## src/rtl/core/assert_macros.svh

```systemverilog
// ----------------------------------------------------------------------------
// Assertion macros
// Shared concurrent assertion helpers, empty for synthesis.
// ----------------------------------------------------------------------------
`ifndef ASSERT_MACROS_SVH
`define ASSERT_MACROS_SVH
`ifndef SYNTHESIS
// same-cycle implication, disabled while in reset
`define GPP_ASSERT_IMP(label, clk, rst_n, ante, cons) \
    label: assert property (@(posedge clk) disable iff (!(rst_n)) (ante) |-> (cons)) \
        else $error("assertion failed");
// next-cycle implication, disabled while in reset
`define GPP_ASSERT_NXT(label, clk, rst_n, ante, cons) \
    label: assert property (@(posedge clk) disable iff (!(rst_n)) (ante) |=> (cons)) \
        else $error("assertion failed");
`else
`define GPP_ASSERT_IMP(label, clk, rst_n, ante, cons)
`define GPP_ASSERT_NXT(label, clk, rst_n, ante, cons)
`endif
`endif

```

## src/rtl/core/gpp_pkg.sv

```systemverilog
// ----------------------------------------------------------------------------
// gpp_pkg
// Types and constants of the galvo point playback core.
// ----------------------------------------------------------------------------
`default_nettype none

package gpp_pkg;

    localparam int RING_DEPTH_DEF = 8;

    // configuration register indexes
    typedef enum logic [1:0] {
        REG_FLIP_X     = 2'd0,
        REG_FLIP_Y     = 2'd1,
        REG_DAC_OFFSET = 2'd2
    } t_gpp_reg_idx;

    typedef enum logic {
        CMD_TICK = 1'b0,
        CMD_PUSH = 1'b1
    } t_gpp_cmd;

    typedef enum logic {
        ST_IDLE,
        ST_EXEC
    } t_gpp_state;

    typedef struct packed {
        logic              cmd;
        logic signed [15:0] point_x;
        logic signed [15:0] point_y;
        logic [7:0]        point_power;
        logic [15:0]       dwell_ticks;
    } t_gpp_in;

    typedef struct packed {
        logic        accepted;
        logic        x_write;
        logic [15:0] x_code;
        logic        y_write;
        logic [15:0] y_code;
        logic [7:0]  laser_duty;
        logic        is_moving;
        logic        point_released;
    } t_gpp_out;

    typedef struct packed {
        logic [1:0]  index;
        logic [15:0] value;
    } t_gpp_cfg_wr;

    typedef struct packed {
        logic        flip_x;
        logic        flip_y;
        logic [15:0] dac_offset;
    } t_gpp_cfg;

    typedef struct packed {
        logic [15:0] x;
        logic [15:0] y;
        logic [7:0]  power;
        logic [15:0] dwell;
    } t_gpp_entry;

    // DAC code: optionally negated position plus offset, low 16 bits
    function automatic logic [15:0] make_code(input logic [15:0] pos,
                                              input logic        inv,
                                              input logic [15:0] offset);
        logic [15:0] p;
        p = inv ? (16'd0 - pos) : pos;
        return p + offset;
    endfunction

endpackage

`default_nettype wire

```

## src/rtl/core/gpp_chan_if.sv

```systemverilog
// ----------------------------------------------------------------------------
// gpp_chan_if
// Valid/ready channel carrying one request payload.
// ----------------------------------------------------------------------------
`default_nettype none

interface gpp_chan_if #(
    parameter type t_payload = logic
) ();
    logic     valid;
    logic     ready;
    t_payload data;

    modport source (output valid, output data, input ready);
    modport sink   (input valid, input data, output ready);
endinterface

`default_nettype wire

```

## src/rtl/core/gpp_ring_mem.sv

```systemverilog
// ----------------------------------------------------------------------------
// gpp_ring_mem
// Point ring storage: one write port, one registered read port.
// ----------------------------------------------------------------------------
`default_nettype none

module gpp_ring_mem #(
    parameter int RING_DEPTH = gpp_pkg::RING_DEPTH_DEF,
    localparam int PTR_W = (RING_DEPTH > 1) ? $clog2(RING_DEPTH) : 1
) (
    input  wire                logic        i_clk,
    input  wire                logic        i_we,
    input  wire                logic [PTR_W-1:0] i_waddr,
    input  gpp_pkg::t_gpp_entry             i_wdata,
    input  wire                logic        i_re,
    input  wire                logic [PTR_W-1:0] i_raddr,
    output gpp_pkg::t_gpp_entry             o_rdata
);
    import gpp_pkg::*;

    t_gpp_entry r_mem [RING_DEPTH];
    t_gpp_entry r_rdata;

    always_ff @(posedge i_clk) begin
        if (i_we) begin
            r_mem[i_waddr] <= i_wdata;
        end
        if (i_re) begin
            r_rdata <= r_mem[i_raddr];
        end
    end

    assign o_rdata = r_rdata;

endmodule

`default_nettype wire

```

## src/rtl/core/gpp_cfg_regs.sv

```systemverilog
// ----------------------------------------------------------------------------
// gpp_cfg_regs
// Configuration register file: axis inversion and DAC offset.
// ----------------------------------------------------------------------------
`default_nettype none

module gpp_cfg_regs (
    input  wire logic          i_clk,
    input  wire logic          i_rst_n,
    gpp_chan_if.sink           i_cfg,
    output gpp_pkg::t_gpp_cfg  o_cfg
);
    import gpp_pkg::*;

    t_gpp_cfg    r_cfg;
    t_gpp_cfg    n_cfg;
    t_gpp_cfg_wr wr;

    assign i_cfg.ready = 1'b1;
    assign wr          = i_cfg.data;

    always_comb begin
        n_cfg = r_cfg;
        if (i_cfg.valid) begin
            unique case (t_gpp_reg_idx'(wr.index))
                REG_FLIP_X:     n_cfg.flip_x     = wr.value[0];
                REG_FLIP_Y:     n_cfg.flip_y     = wr.value[0];
                REG_DAC_OFFSET: n_cfg.dac_offset = wr.value;
                default:        n_cfg = r_cfg;   // unmapped index, dropped
            endcase
        end
    end

    always_ff @(posedge i_clk) begin
        if (!i_rst_n) begin
            r_cfg.flip_x     <= 1'b0;
            r_cfg.flip_y     <= 1'b0;
            r_cfg.dac_offset <= 16'd2048;
        end else begin
            r_cfg <= n_cfg;
        end
    end

    assign o_cfg = r_cfg;

endmodule

`default_nettype wire

```

## src/rtl/core/gpp_playback.sv

```systemverilog
// ----------------------------------------------------------------------------
// gpp_playback
// Ring control, tick sequencer and result register.
// ----------------------------------------------------------------------------
`default_nettype none

`include "assert_macros.svh"

module gpp_playback #(
    parameter int RING_DEPTH = gpp_pkg::RING_DEPTH_DEF,
    localparam int PTR_W = (RING_DEPTH > 1) ? $clog2(RING_DEPTH) : 1,
    localparam int CNT_W = $clog2(RING_DEPTH + 1)
) (
    input  wire logic              i_clk,
    input  wire logic              i_rst_n,
    gpp_chan_if.sink               i_in,
    gpp_chan_if.source             o_out,
    input  gpp_pkg::t_gpp_cfg      i_cfg,
    output logic                   o_mem_we,
    output logic [PTR_W-1:0]       o_mem_waddr,
    output gpp_pkg::t_gpp_entry    o_mem_wdata,
    output logic                   o_mem_re,
    output logic [PTR_W-1:0]       o_mem_raddr,
    input  gpp_pkg::t_gpp_entry    i_mem_rdata
);
    import gpp_pkg::*;

    localparam logic [PTR_W-1:0] PTR_LAST = PTR_W'(RING_DEPTH - 1);
    localparam logic [CNT_W-1:0] FILL_MAX = CNT_W'(RING_DEPTH);

    t_gpp_state       r_state, n_state;
    logic [PTR_W-1:0] r_rptr, n_rptr;
    logic [PTR_W-1:0] r_wptr, n_wptr;
    logic [CNT_W-1:0] r_fill, n_fill;
    logic [15:0]      r_dwell, n_dwell;
    logic [15:0]      r_cur_x, n_cur_x;
    logic [15:0]      r_cur_y, n_cur_y;
    logic [7:0]       r_power, n_power;
    logic [15:0]      r_prev_x, n_prev_x;
    logic [15:0]      r_prev_y, n_prev_y;
    logic             r_moving, n_moving;
    logic             r_out_valid, n_out_valid;
    t_gpp_out         r_out, n_out;

    t_gpp_in          in_req;
    logic             in_ready;
    logic             in_acc;
    logic             do_push;
    logic             do_exec;
    logic             push_ok;
    logic             release_pt;
    logic             has_pt;
    logic             x_chg, y_chg;
    logic             moving_held;
    t_gpp_entry       push_entry;
    t_gpp_entry       rel_entry;

    function automatic logic [PTR_W-1:0] ptr_inc(input logic [PTR_W-1:0] p);
        return (p == PTR_LAST) ? '0 : p + 1'b1;
    endfunction

    assign in_req  = i_in.data;
    assign in_acc  = i_in.valid && in_ready;
    assign do_push = in_acc && (t_gpp_cmd'(in_req.cmd) == CMD_PUSH);
    assign do_exec = (r_state == ST_EXEC);
    assign push_ok = (r_fill < FILL_MAX);
    assign has_pt  = (r_fill != '0);

    // next state
    always_comb begin
        n_state = r_state;
        unique case (r_state)
            ST_IDLE: begin
                if (in_acc && (t_gpp_cmd'(in_req.cmd) == CMD_TICK)) begin
                    n_state = ST_EXEC;
                end
            end
            ST_EXEC: n_state = ST_IDLE;
            default: n_state = ST_IDLE;
        endcase
    end

    // state outputs
    always_comb begin
        in_ready = 1'b0;
        o_mem_re = 1'b0;
        unique case (r_state)
            ST_IDLE: begin
                in_ready = !r_out_valid || o_out.ready;
                o_mem_re = i_in.valid && in_ready
                           && (t_gpp_cmd'(in_req.cmd) == CMD_TICK);
            end
            ST_EXEC: begin
                in_ready = 1'b0;
                o_mem_re = 1'b0;
            end
            default: begin
                in_ready = 1'b0;
                o_mem_re = 1'b0;
            end
        endcase
    end

    assign i_in.ready  = in_ready;
    assign o_mem_raddr = r_rptr;

    // tick datapath, on the entry read out of the ring
    assign x_chg       = has_pt && (i_mem_rdata.x != r_cur_x);
    assign y_chg       = has_pt && (i_mem_rdata.y != r_cur_y);
    assign release_pt  = has_pt && (r_dwell >= i_mem_rdata.dwell);
    assign moving_held = (r_cur_x == r_prev_x && r_cur_y == r_prev_y) ? 1'b0 : r_moving;

    always_comb begin
        push_entry.x     = in_req.point_x;
        push_entry.y     = in_req.point_y;
        push_entry.power = in_req.point_power;
        push_entry.dwell = in_req.dwell_ticks;
        rel_entry        = i_mem_rdata;
        rel_entry.dwell  = 16'd0;
    end

    // ring write: push at write end, release clears dwell at read end
    always_comb begin
        o_mem_we    = (do_push && push_ok) || (do_exec && release_pt);
        o_mem_waddr = do_exec ? r_rptr : r_wptr;
        o_mem_wdata = do_exec ? rel_entry : push_entry;
    end

    always_comb begin
        n_rptr      = r_rptr;
        n_wptr      = r_wptr;
        n_fill      = r_fill;
        n_dwell     = r_dwell;
        n_cur_x     = r_cur_x;
        n_cur_y     = r_cur_y;
        n_power     = r_power;
        n_prev_x    = r_prev_x;
        n_prev_y    = r_prev_y;
        n_moving    = r_moving;
        n_out_valid = r_out_valid;
        n_out       = r_out;

        if (r_out_valid && o_out.ready) begin
            n_out_valid = 1'b0;
        end

        if (do_push) begin
            if (push_ok) begin
                n_wptr = ptr_inc(r_wptr);
                n_fill = r_fill + 1'b1;
            end
            n_out                = '0;
            n_out.accepted       = push_ok;
            n_out.laser_duty     = (r_moving || r_dwell != 16'd0) ? r_power : 8'd0;
            n_out.is_moving      = r_moving;
            n_out_valid          = 1'b1;
        end else if (do_exec) begin
            n_prev_x = r_cur_x;
            n_prev_y = r_cur_y;
            n_moving = moving_held || x_chg || y_chg;
            if (has_pt) begin
                n_cur_x = i_mem_rdata.x;
                n_cur_y = i_mem_rdata.y;
                n_power = i_mem_rdata.power;
                if (release_pt) begin
                    n_dwell = 16'd0;
                    n_rptr  = ptr_inc(r_rptr);
                    n_fill  = r_fill - 1'b1;
                end else begin
                    n_dwell = r_dwell + 16'd1;
                end
            end
            n_out                = '0;
            n_out.x_write        = x_chg;
            n_out.x_code         = x_chg ? make_code(i_mem_rdata.x, i_cfg.flip_x,
                                                     i_cfg.dac_offset) : 16'd0;
            n_out.y_write        = y_chg;
            n_out.y_code         = y_chg ? make_code(i_mem_rdata.y, i_cfg.flip_y,
                                                     i_cfg.dac_offset) : 16'd0;
            n_out.laser_duty     = (n_moving || n_dwell != 16'd0) ? n_power : 8'd0;
            n_out.is_moving      = n_moving;
            n_out.point_released = release_pt;
            n_out_valid          = 1'b1;
        end
    end

    always_ff @(posedge i_clk) begin
        if (!i_rst_n) begin
            r_state     <= ST_IDLE;
            r_rptr      <= '0;
            r_wptr      <= '0;
            r_fill      <= '0;
            r_dwell     <= '0;
            r_cur_x     <= '0;
            r_cur_y     <= '0;
            r_power     <= '0;
            r_prev_x    <= '0;
            r_prev_y    <= '0;
            r_moving    <= 1'b0;
            r_out_valid <= 1'b0;
        end else begin
            r_state     <= n_state;
            r_rptr      <= n_rptr;
            r_wptr      <= n_wptr;
            r_fill      <= n_fill;
            r_dwell     <= n_dwell;
            r_cur_x     <= n_cur_x;
            r_cur_y     <= n_cur_y;
            r_power     <= n_power;
            r_prev_x    <= n_prev_x;
            r_prev_y    <= n_prev_y;
            r_moving    <= n_moving;
            r_out_valid <= n_out_valid;
        end
    end

    always_ff @(posedge i_clk) begin
        r_out <= n_out;
    end

    assign o_out.valid = r_out_valid;
    assign o_out.data  = r_out;

    `GPP_ASSERT_IMP(a_fill_bound, i_clk, i_rst_n, 1'b1, r_fill <= FILL_MAX)
    `GPP_ASSERT_IMP(a_exec_blocks, i_clk, i_rst_n, r_state == ST_EXEC, !in_ready)
    `GPP_ASSERT_NXT(a_tick_reads, i_clk, i_rst_n, o_mem_re, r_state == ST_EXEC)
    `GPP_ASSERT_NXT(a_release_pops, i_clk, i_rst_n, do_exec && release_pt,
                    r_fill == $past(r_fill) - 1'b1 && r_dwell == 16'd0)
    `GPP_ASSERT_NXT(a_result_out, i_clk, i_rst_n, do_exec || do_push, r_out_valid)

endmodule

`default_nettype wire

```

## src/rtl/core/galvo_point_playback_core.sv

```systemverilog
// ----------------------------------------------------------------------------
// galvo_point_playback_core
// Laser galvo output stage: point ring, DAC code generation, laser duty.
// ----------------------------------------------------------------------------
// A push request is stored in the ring if there is room and its result is
// registered directly; a tick request first does the registered read of
// the ring memory at the read end, then updates position, dwell and ring
// state and loads the result register. Requests are taken one at a time;
// a new one is taken while the previous result still waits, as long as
// that result is drained in the same cycle or already gone. Ring contents
// need no clearing after reset; only pushed entries are ever played.
`default_nettype none

module galvo_point_playback_core #(
    parameter int RING_DEPTH = gpp_pkg::RING_DEPTH_DEF
) (
    input  wire logic    i_clk,
    input  wire logic    i_rst_n,
    gpp_chan_if.sink     i_in,
    gpp_chan_if.source   o_out,
    gpp_chan_if.sink     i_cfg
);
    import gpp_pkg::*;

    localparam int PTR_W = (RING_DEPTH > 1) ? $clog2(RING_DEPTH) : 1;

    t_gpp_cfg         cfg;
    logic             mem_we;
    logic [PTR_W-1:0] mem_waddr;
    t_gpp_entry       mem_wdata;
    logic             mem_re;
    logic [PTR_W-1:0] mem_raddr;
    t_gpp_entry       mem_rdata;

    gpp_cfg_regs u_cfg (
        .i_clk   (i_clk),
        .i_rst_n (i_rst_n),
        .i_cfg   (i_cfg),
        .o_cfg   (cfg)
    );

    gpp_ring_mem #(
        .RING_DEPTH (RING_DEPTH)
    ) u_mem (
        .i_clk   (i_clk),
        .i_we    (mem_we),
        .i_waddr (mem_waddr),
        .i_wdata (mem_wdata),
        .i_re    (mem_re),
        .i_raddr (mem_raddr),
        .o_rdata (mem_rdata)
    );

    gpp_playback #(
        .RING_DEPTH (RING_DEPTH)
    ) u_play (
        .i_clk       (i_clk),
        .i_rst_n     (i_rst_n),
        .i_in        (i_in),
        .o_out       (o_out),
        .i_cfg       (cfg),
        .o_mem_we    (mem_we),
        .o_mem_waddr (mem_waddr),
        .o_mem_wdata (mem_wdata),
        .o_mem_re    (mem_re),
        .o_mem_raddr (mem_raddr),
        .i_mem_rdata (mem_rdata)
    );

endmodule

`default_nettype wire
```

## src/flat_wrapper.sv

```systemverilog
// flat-port wrapper written by rule: the top's interface ports become plain ports
module galvo_point_playback_core_flat import gpp_pkg::*;
#(
    parameter int RING_DEPTH = gpp_pkg::RING_DEPTH_DEF
)
  (i_clk, i_rst_n, i_in_valid, i_in_data, i_in_ready, o_out_valid, o_out_data, o_out_ready, i_cfg_valid, i_cfg_data, i_cfg_ready);
  gpp_chan_if i_in_i ();
  gpp_chan_if o_out_i ();
  gpp_chan_if i_cfg_i ();
  input  wire logic i_clk;
  input  wire logic i_rst_n;
  input wire logic [$bits(i_in_i.valid)-1:0] i_in_valid;
  input wire logic [$bits(i_in_i.data)-1:0] i_in_data;
  output wire logic [$bits(i_in_i.ready)-1:0] i_in_ready;
  output wire logic [$bits(o_out_i.valid)-1:0] o_out_valid;
  output wire logic [$bits(o_out_i.data)-1:0] o_out_data;
  input wire logic [$bits(o_out_i.ready)-1:0] o_out_ready;
  input wire logic [$bits(i_cfg_i.valid)-1:0] i_cfg_valid;
  input wire logic [$bits(i_cfg_i.data)-1:0] i_cfg_data;
  output wire logic [$bits(i_cfg_i.ready)-1:0] i_cfg_ready;
  assign i_in_i.valid = i_in_valid;
  assign i_in_i.data = i_in_data;
  assign i_in_ready = i_in_i.ready;
  assign o_out_valid = o_out_i.valid;
  assign o_out_data = o_out_i.data;
  assign o_out_i.ready = o_out_ready;
  assign i_cfg_i.valid = i_cfg_valid;
  assign i_cfg_i.data = i_cfg_data;
  assign i_cfg_ready = i_cfg_i.ready;
  galvo_point_playback_core #(.RING_DEPTH(RING_DEPTH)) u_core (.i_clk(i_clk), .i_rst_n(i_rst_n), .i_in(i_in_i), .o_out(o_out_i), .i_cfg(i_cfg_i));
endmodule
```

## config.mk

```make
export PLATFORM = sky130hd
export DESIGN_NAME = galvo_point_playback_core_flat
export DESIGN_NICKNAME = d
export VERILOG_FILES = /design/src/rtl/core/gpp_pkg.sv /design/src/rtl/core/gpp_chan_if.sv /design/src/rtl/core/gpp_ring_mem.sv /design/src/rtl/core/gpp_cfg_regs.sv /design/src/rtl/core/gpp_playback.sv /design/src/rtl/core/galvo_point_playback_core.sv /design/src/flat_wrapper.sv
export VERILOG_INCLUDE_DIRS = /design/src /design/src/rtl/core
export SDC_FILE = /design/constraint.sdc
export NUM_CORES = 1
export LEC_CHECK = 0
export BUFFER_PORTS_ARGS = -buffer_cell sky130_fd_sc_hd__buf_2
export CAP_MARGIN = 25
export CORE_ASPECT_RATIO = 1.75
export CORE_UTILIZATION = 58
export DETAILED_ROUTE_END_ITERATION = 10
export GPL_TIMING_DRIVEN = 0
export PLACE_DENSITY = 0.81
export SETUP_SLACK_MARGIN = 0.4
export SYNTH_ARGS = -nofsm -noshare
export SYNTH_HDL_FRONTEND = slang
export SYNTH_SLANG_ARGS = --single-unit
```

## constraint.sdc

```tcl
create_clock -name i_clk -period 2.4 [get_ports i_clk]
set_input_delay 0.48 -clock i_clk [delete_from_list [all_inputs] [get_ports i_clk]]
set_output_delay 0.48 -clock i_clk [all_outputs]
set_load 0.01 [all_outputs]
```

=== After elaboration in Yosys (flattened, before gate mapping) ===
Memory sizes are Yosys's and may differ from the RTL's. A register that Yosys moved wholly into a read port is not among the register bits.
Cells that the tools add are included.

* Register bits after elaboration: 26
* Latch bits: 0
* Memory bits (writable): 448
* Memory bits (read-only): 0
* Memories kept: 1

{| class="wikitable"
|+ Memories
! memory !! depth !! bits a word !! read ports !! clocked after memory_dff !! wr ports !! RTL line !! source
|-
| u_core.u_mem.r_mem || 8 || 56 || 1 || 1 || 1 || gpp_ring_mem.sv:21 || <nowiki>t_gpp_entry r_mem [RING_DEPTH];</nowiki>
|}

* $add $sub $neg: 3
* Multiply operators: 0
* Div/mod/pow operators: 0
* Magnitude comparators: 1
* Eq/ne operators: 2
* Shift operators: 0
* Mux-type cells: 14
* Bitwise gates (word level): 1
* Reduce and logical (&&, ||, !) cells: 11

{| class="wikitable"
|+ Operators with widths
! kind !! count
|-
| $mux W56 || 1
|-
| $mux W16 || 3
|-
| $add A16 B1 Y16 const B || 1
|-
| $ge A16 B16 Y1 || 1
|-
| $mux W3 || 2
|-
| $pmux W1 S2 || 3
|-
| $logic_and A1 B1 Y1 || 5
|-
| $mux W1 || 5
|-
| $reduce_bool A4 Y1 || 1
|-
| $sub A4 B1 Y4 const B || 1
|-
| $add A3 B1 Y3 const B || 1
|-
| $eq A3 B3 Y1 const B || 1
|-
| $reduce_and A3 Y1 || 1
|-
| $ne A2 B1 Y1 const B || 1
|-
| $reduce_and A2 Y1 || 1
|-
| $reduce_bool A2 Y1 || 1
|-
| $logic_not A1 Y1 || 1
|-
| $logic_or A1 B1 Y1 || 1
|-
| $not A1 Y1 || 1
|}

=== Depth between registers and ports, before layout ===
* Depth after elaboration: 6
* Mapped depth: 9
* Depth with buffers taken out: 7

=== Hierarchy ===
Synthesis repeated with hierarchy kept, for this count alone.

* Cells, all modules: 983
* Area total of the unflattened synthesis: 20697.4 µm²

{| class="wikitable"
|+ By module, submodules not included
! module !! instances !! cells each !! area each (µm²)
|-
| gpp_ring_mem || 1 || 716 || 18535.3
|-
| gpp_playback || 1 || 244 || 1983.2
|-
| gpp_cfg_regs || 1 || 23 || 178.9
|}

=== Worst setup path after synthesis ===
Ideal clock, no wire load.

* Path type: flip-flop to flip-flop
* Start point: register u_core.u_play.r_dwell[0]
* End point: memory u_core.u_mem.r_mem[6][0] in the netlist's numbering (enable)
* Library setup time: 0.259 ns
* Arrival time: 1.576 ns
* Required time: 2.141 ns
* Slack: 0.565 ns
* Stages on the path, launching flop included: 8
* Buffers on the path: 1
* Path through: dfxtp_1 inv_1 ha_1 nor4_1 nand4_2 o21ai_4 buf_4 nor3_1

* Cells in the longest elaborated chain, start to end: 5

{| class="wikitable"
|+ RTL lines
! what !! RTL line !! source
|-
| from (decl) || gpp_playback.sv:35 || <nowiki>logic [15:0] r_dwell, n_dwell;</nowiki>
|-
| from (signal assigned) || gpp_playback.sv:206 || <nowiki>r_dwell <= n_dwell;</nowiki>
|-
| $ge A16 B16 Y1 || gpp_playback.sv:110 || <nowiki>assign release_pt = has_pt && (r_dwell >= i_mem_rdata.dwell);</nowiki>
|-
| $logic_and A1 B1 Y1 || gpp_playback.sv:110 ||
|-
| $logic_and A1 B1 Y1 || gpp_playback.sv:124 || <nowiki>o_mem_we = (do_push && push_ok) || (do_exec && release_pt);</nowiki>
|-
| $mux W1 || gpp_ring_mem.sv:25 || <nowiki>if (i_we) begin</nowiki>
|-
| $mux W1 (not written as such) || gpp_ring_mem.sv:26 || <nowiki>r_mem[i_waddr] <= i_wdata;</nowiki>
|-
| to (decl) || gpp_ring_mem.sv:21 ||
|}

Every way passes these cells.

=== Final worst setup path ===
* Start point: register u_core.u_play.r_fill[0]
* End point: memory u_core.u_mem.r_mem[1][0] in the netlist's numbering (enable)

* Cells in the longest elaborated chain, start to end: 5

{| class="wikitable"
|+ RTL lines
! what !! RTL line !! source
|-
| from (decl) || gpp_playback.sv:34 || <nowiki>logic [CNT_W-1:0] r_fill, n_fill;</nowiki>
|-
| from (signal assigned) || gpp_playback.sv:205 || <nowiki>r_fill <= n_fill;</nowiki>
|-
| $reduce_bool A4 Y1 || gpp_playback.sv:67 || <nowiki>assign has_pt = (r_fill != '0);</nowiki>
|-
| $logic_and A1 B1 Y1 || gpp_playback.sv:110 ||
|-
| $logic_and A1 B1 Y1 || gpp_playback.sv:124 ||
|-
| $mux W1 || gpp_ring_mem.sv:25 ||
|-
| $mux W1 (not written as such) || gpp_ring_mem.sv:26 ||
|}

Every way passes these cells.

==> flow_summary.yaml <==
routing:
  first_pass_iters: 4
  vias: 1175
  final_antenna_net_count: 0
  vias_per_cell: 5.79
  totalWireLength_um: 3160
  first_iter_violations: 20
  remaining_drc_errors: 0
  avgRoutedWirePerCell_um: 15.6
finish:
  area_growth_pct: 14.2
  fin_nets: 188
  final_cells: 203
  seq_area_um2: 803
  drive_gt1_frac: 0.209
  antenna_cells: 0
  nFillCells: 177
  multi_input_area_um2: 766
place:
  pre_cts_slack_ps: 341
  dpl.hpwl_um: 2210
  io_buffers: 7
  gp_congestion: 0.813
  dp.cells: 190
floorplan:
  start_util: 0.628
  core_um2: 2550
  fp.dieH_um: 71.5
  dieArea_um2: 2990
  die_x_um: 41.7
  core.rowCount: 24
  ios: 11
synth:
  synth-async-reset-ratio: 0
  synth_flop_cell: "dfxtp_1"
  synth_cell_types: 40
  synth_area_um2: 1600
  ys_seq_area_frac: 0.500
  synth_cells: 157
  synth_fp_nets: 169
  synth-edff-count: 10
  synth.avg_cell_area_um2: 10.2
  ys.warnings.count: 0
  ys_ff_latch: 35
timing:
  drv_slew: 0
  timing.fmax_mhz: 508
  finalCritPeriodShare: 0.821
  worst_hold_slack_ps: 443
  setup_ws_ps: 430
  setup_viol: 0
  max_slew_margin: 0.661
  finalSetupTns_ps: 0
  period_needed_ps: 1970
  tightest_slew_ps: 507
  hold_viol: 0
  rsz0062_at_grt: "true"
  fin_skew_ps: 6.00
worst_setup_path:
  cp_slowest_stage_delay_ps: 350
  crit_buf_inv: 3
  worstPathRequired_ps: 2370
  crit_fanout: 5
  path_delay_family: "simple AND/OR/NAND/NOR gates"
  cp_common_cell: "buf_4"
  path_class: "reg -> reg"
  cp-end-kind: "flop"
  cp-start-kind: "flop"
  r2r_start: "u_core.u_play.r_fill[0]"
  cp_cell_sequence: "inv_1 -> ha_1 -> nor3b_4 -> nor2b_1 -> buf_4 -> o211ai_1 -> buf_4 -> nor4b_4"
  cpMaxStageDelayCell: "dfxtp_2"
  crit_arrival_ps: 1940
  timing.critical_path.from: "u_core.u_play.r_fill[0]"
global_routing:
  grt_overflow: 0
  grt_pass1_wl_um: 5090
  antenna_found_initial: 0
  grt_usage: 0.227
  grt_use_met2: 0.443
  grt.busiest_layer: "met2"
  use_met3: 0.0529
  grt_start_max_net_pins: 11
  grt_util_met1: 0.209
  grt_pass1_vias: 1227
clock_network:
  numCtsBuffers: 5
  clock_latency_ps: 280
  cts_buffer_depth: 2
  clk_pin_slew_worst_paths_ps: 70
  hold_buffers: 0
  cts_root_buffer: "clkbuf_8"
  cts.htree.levels: 2
  cts.sinks: 35
  cts_tree: "done"
min_path:
  hp-start: "i_in_valid"
  hold_class: "in -> reg"
pwr:
  power.density_nw_per_um2: 573
  irDropWorstVdd_mv: 0.479
  p_leak_nw: 0.663
outcome:
  status: "completed"
run:
  drv_cap: 0
cell type report:
class                   count  share of cell area
inverters                   5              0.0103
clock buffers               6              0.0396
clock inverters             2             0.00410
repair buffers             12              0.0396
plain buffers               9              0.0314
well taps                  26              0.0178
multi-input cells         108               0.418
flip-flops and latches     35               0.439
metrics by stage:
stage                util  instance area (um2)  total power [W]
floorplan               -                 1600         0.000649
global placement    0.654                 1670         0.000662
detailed placement  0.654                 1670         0.000664
CTS                 0.699                 1780          0.00106
global route        0.717                 1830          0.00109
finish              0.717                 1830          0.00105
layer usage:
metal / up-vias / part of all wire
li1: 584 / -
met1: 558 / 0.36
met2: 17 / 0.57
met3: 16 / 0.019
met4: 0 / 0.052
met5: - / 0
Yosys cell counts (all sizes together), types with 3 or more instances:
cell,n,area share
and2,3,0.012
ha,5,0.039
a21oi,3,0.0094
nor2,23,0.054
xnor2,7,0.038
nand3,7,0.022
dfxtp,25,0.31
a31oi,4,0.016
xor2,3,0.016
buf,5,0.023
edfxtp,10,0.19
clkbuf,4,0.0094
and3,3,0.012
nor3,4,0.012
nor2b,3,0.012
nor4,5,0.027
and4,3,0.016
inv,5,0.012
nand2,11,0.030
o21ai,6,0.026
registers in the layout, summed over array words and instances (netlist names):
name                       flops
u_core.u_play.do_exec          1
u_core.u_mem.r_mem             8
u_core.u_play.r_dwell         16
u_core.u_play.o_out.data       1
u_core.u_play.r_fill           4
u_core.u_mem.o_rdata           1
u_core.u_play.o_mem_raddr      3
u_core.u_play.o_out.valid      1
cells in the final DEF (no fill, tap or decap), types with 2 or more instances in the layout:
master | synthesis | layout
o21ai_0 | 5 | 5
and4_1 | 3 | 3
clkinv_1 | 0 | 2
nor2_1 | 23 | 23
edfxtp_1 | 10 | 10
buf_4 | 2 | 7
a31oi_1 | 4 | 4
ha_1 | 5 | 5
nor2b_1 | 3 | 3
buf_6 | 1 | 2
or3_1 | 2 | 2
nor4_2 | 2 | 4
dfxtp_2 | 0 | 2
and2_1 | 3 | 3
mux4_2 | 2 | 2
nand3_1 | 7 | 7
xor2_1 | 3 | 3
o211ai_1 | 2 | 2
inv_1 | 5 | 5
buf_2 | 2 | 8
dfxtp_1 | 25 | 23
clkbuf_1 | 4 | 5
nand2_1 | 10 | 10
and3_1 | 3 | 3
clkbuf_8 | 0 | 5
nor3_1 | 4 | 4
a21oi_1 | 3 | 3
xnor2_1 | 7 | 7
final timing paths:
kind                              end  slack [ps]  cells after the start
max          u_core.u_mem.r_mem[1][0]         430                      8
max reg2reg  u_core.u_mem.r_mem[1][0]         430                      8
min             u_core.u_play.do_exec         440                      2
min reg2reg  u_core.u_play.o_out.data         460                      0
logic make-up after synthesis:
kind of cell               after synthesis  synth area share
muxes                                    4            0.0414
buffers and inverters                   14            0.0437
xor gates and xnor gates                10            0.0546
adders and majority gates                5            0.0390
and+or+nand+nor                         70             0.244
AOI/OAI and AO/OA                       18            0.0749
other                                    1           0.00234
DFF                                     35             0.500
power by group:
group	leakage, nW	switching [W]	internal [W]	total, W
Sequential	0.294	0.00000132	0.000611	0.000612
Clock	0.0403	0.000198	0.000198	0.000396
Combinational	0.328	0.0000251	0.0000154	0.0000405
Total	0.663	0.000224	0.000824	0.00105
repair_timing:
action                                  in CTS  in global routing
setup buffers                                2                  3
resized for setup                            3                  7
endpoints found under the setup margin       4                 26
pin swaps                                    2                  4
No activity file was read; power rests on OpenSTA's default activity.
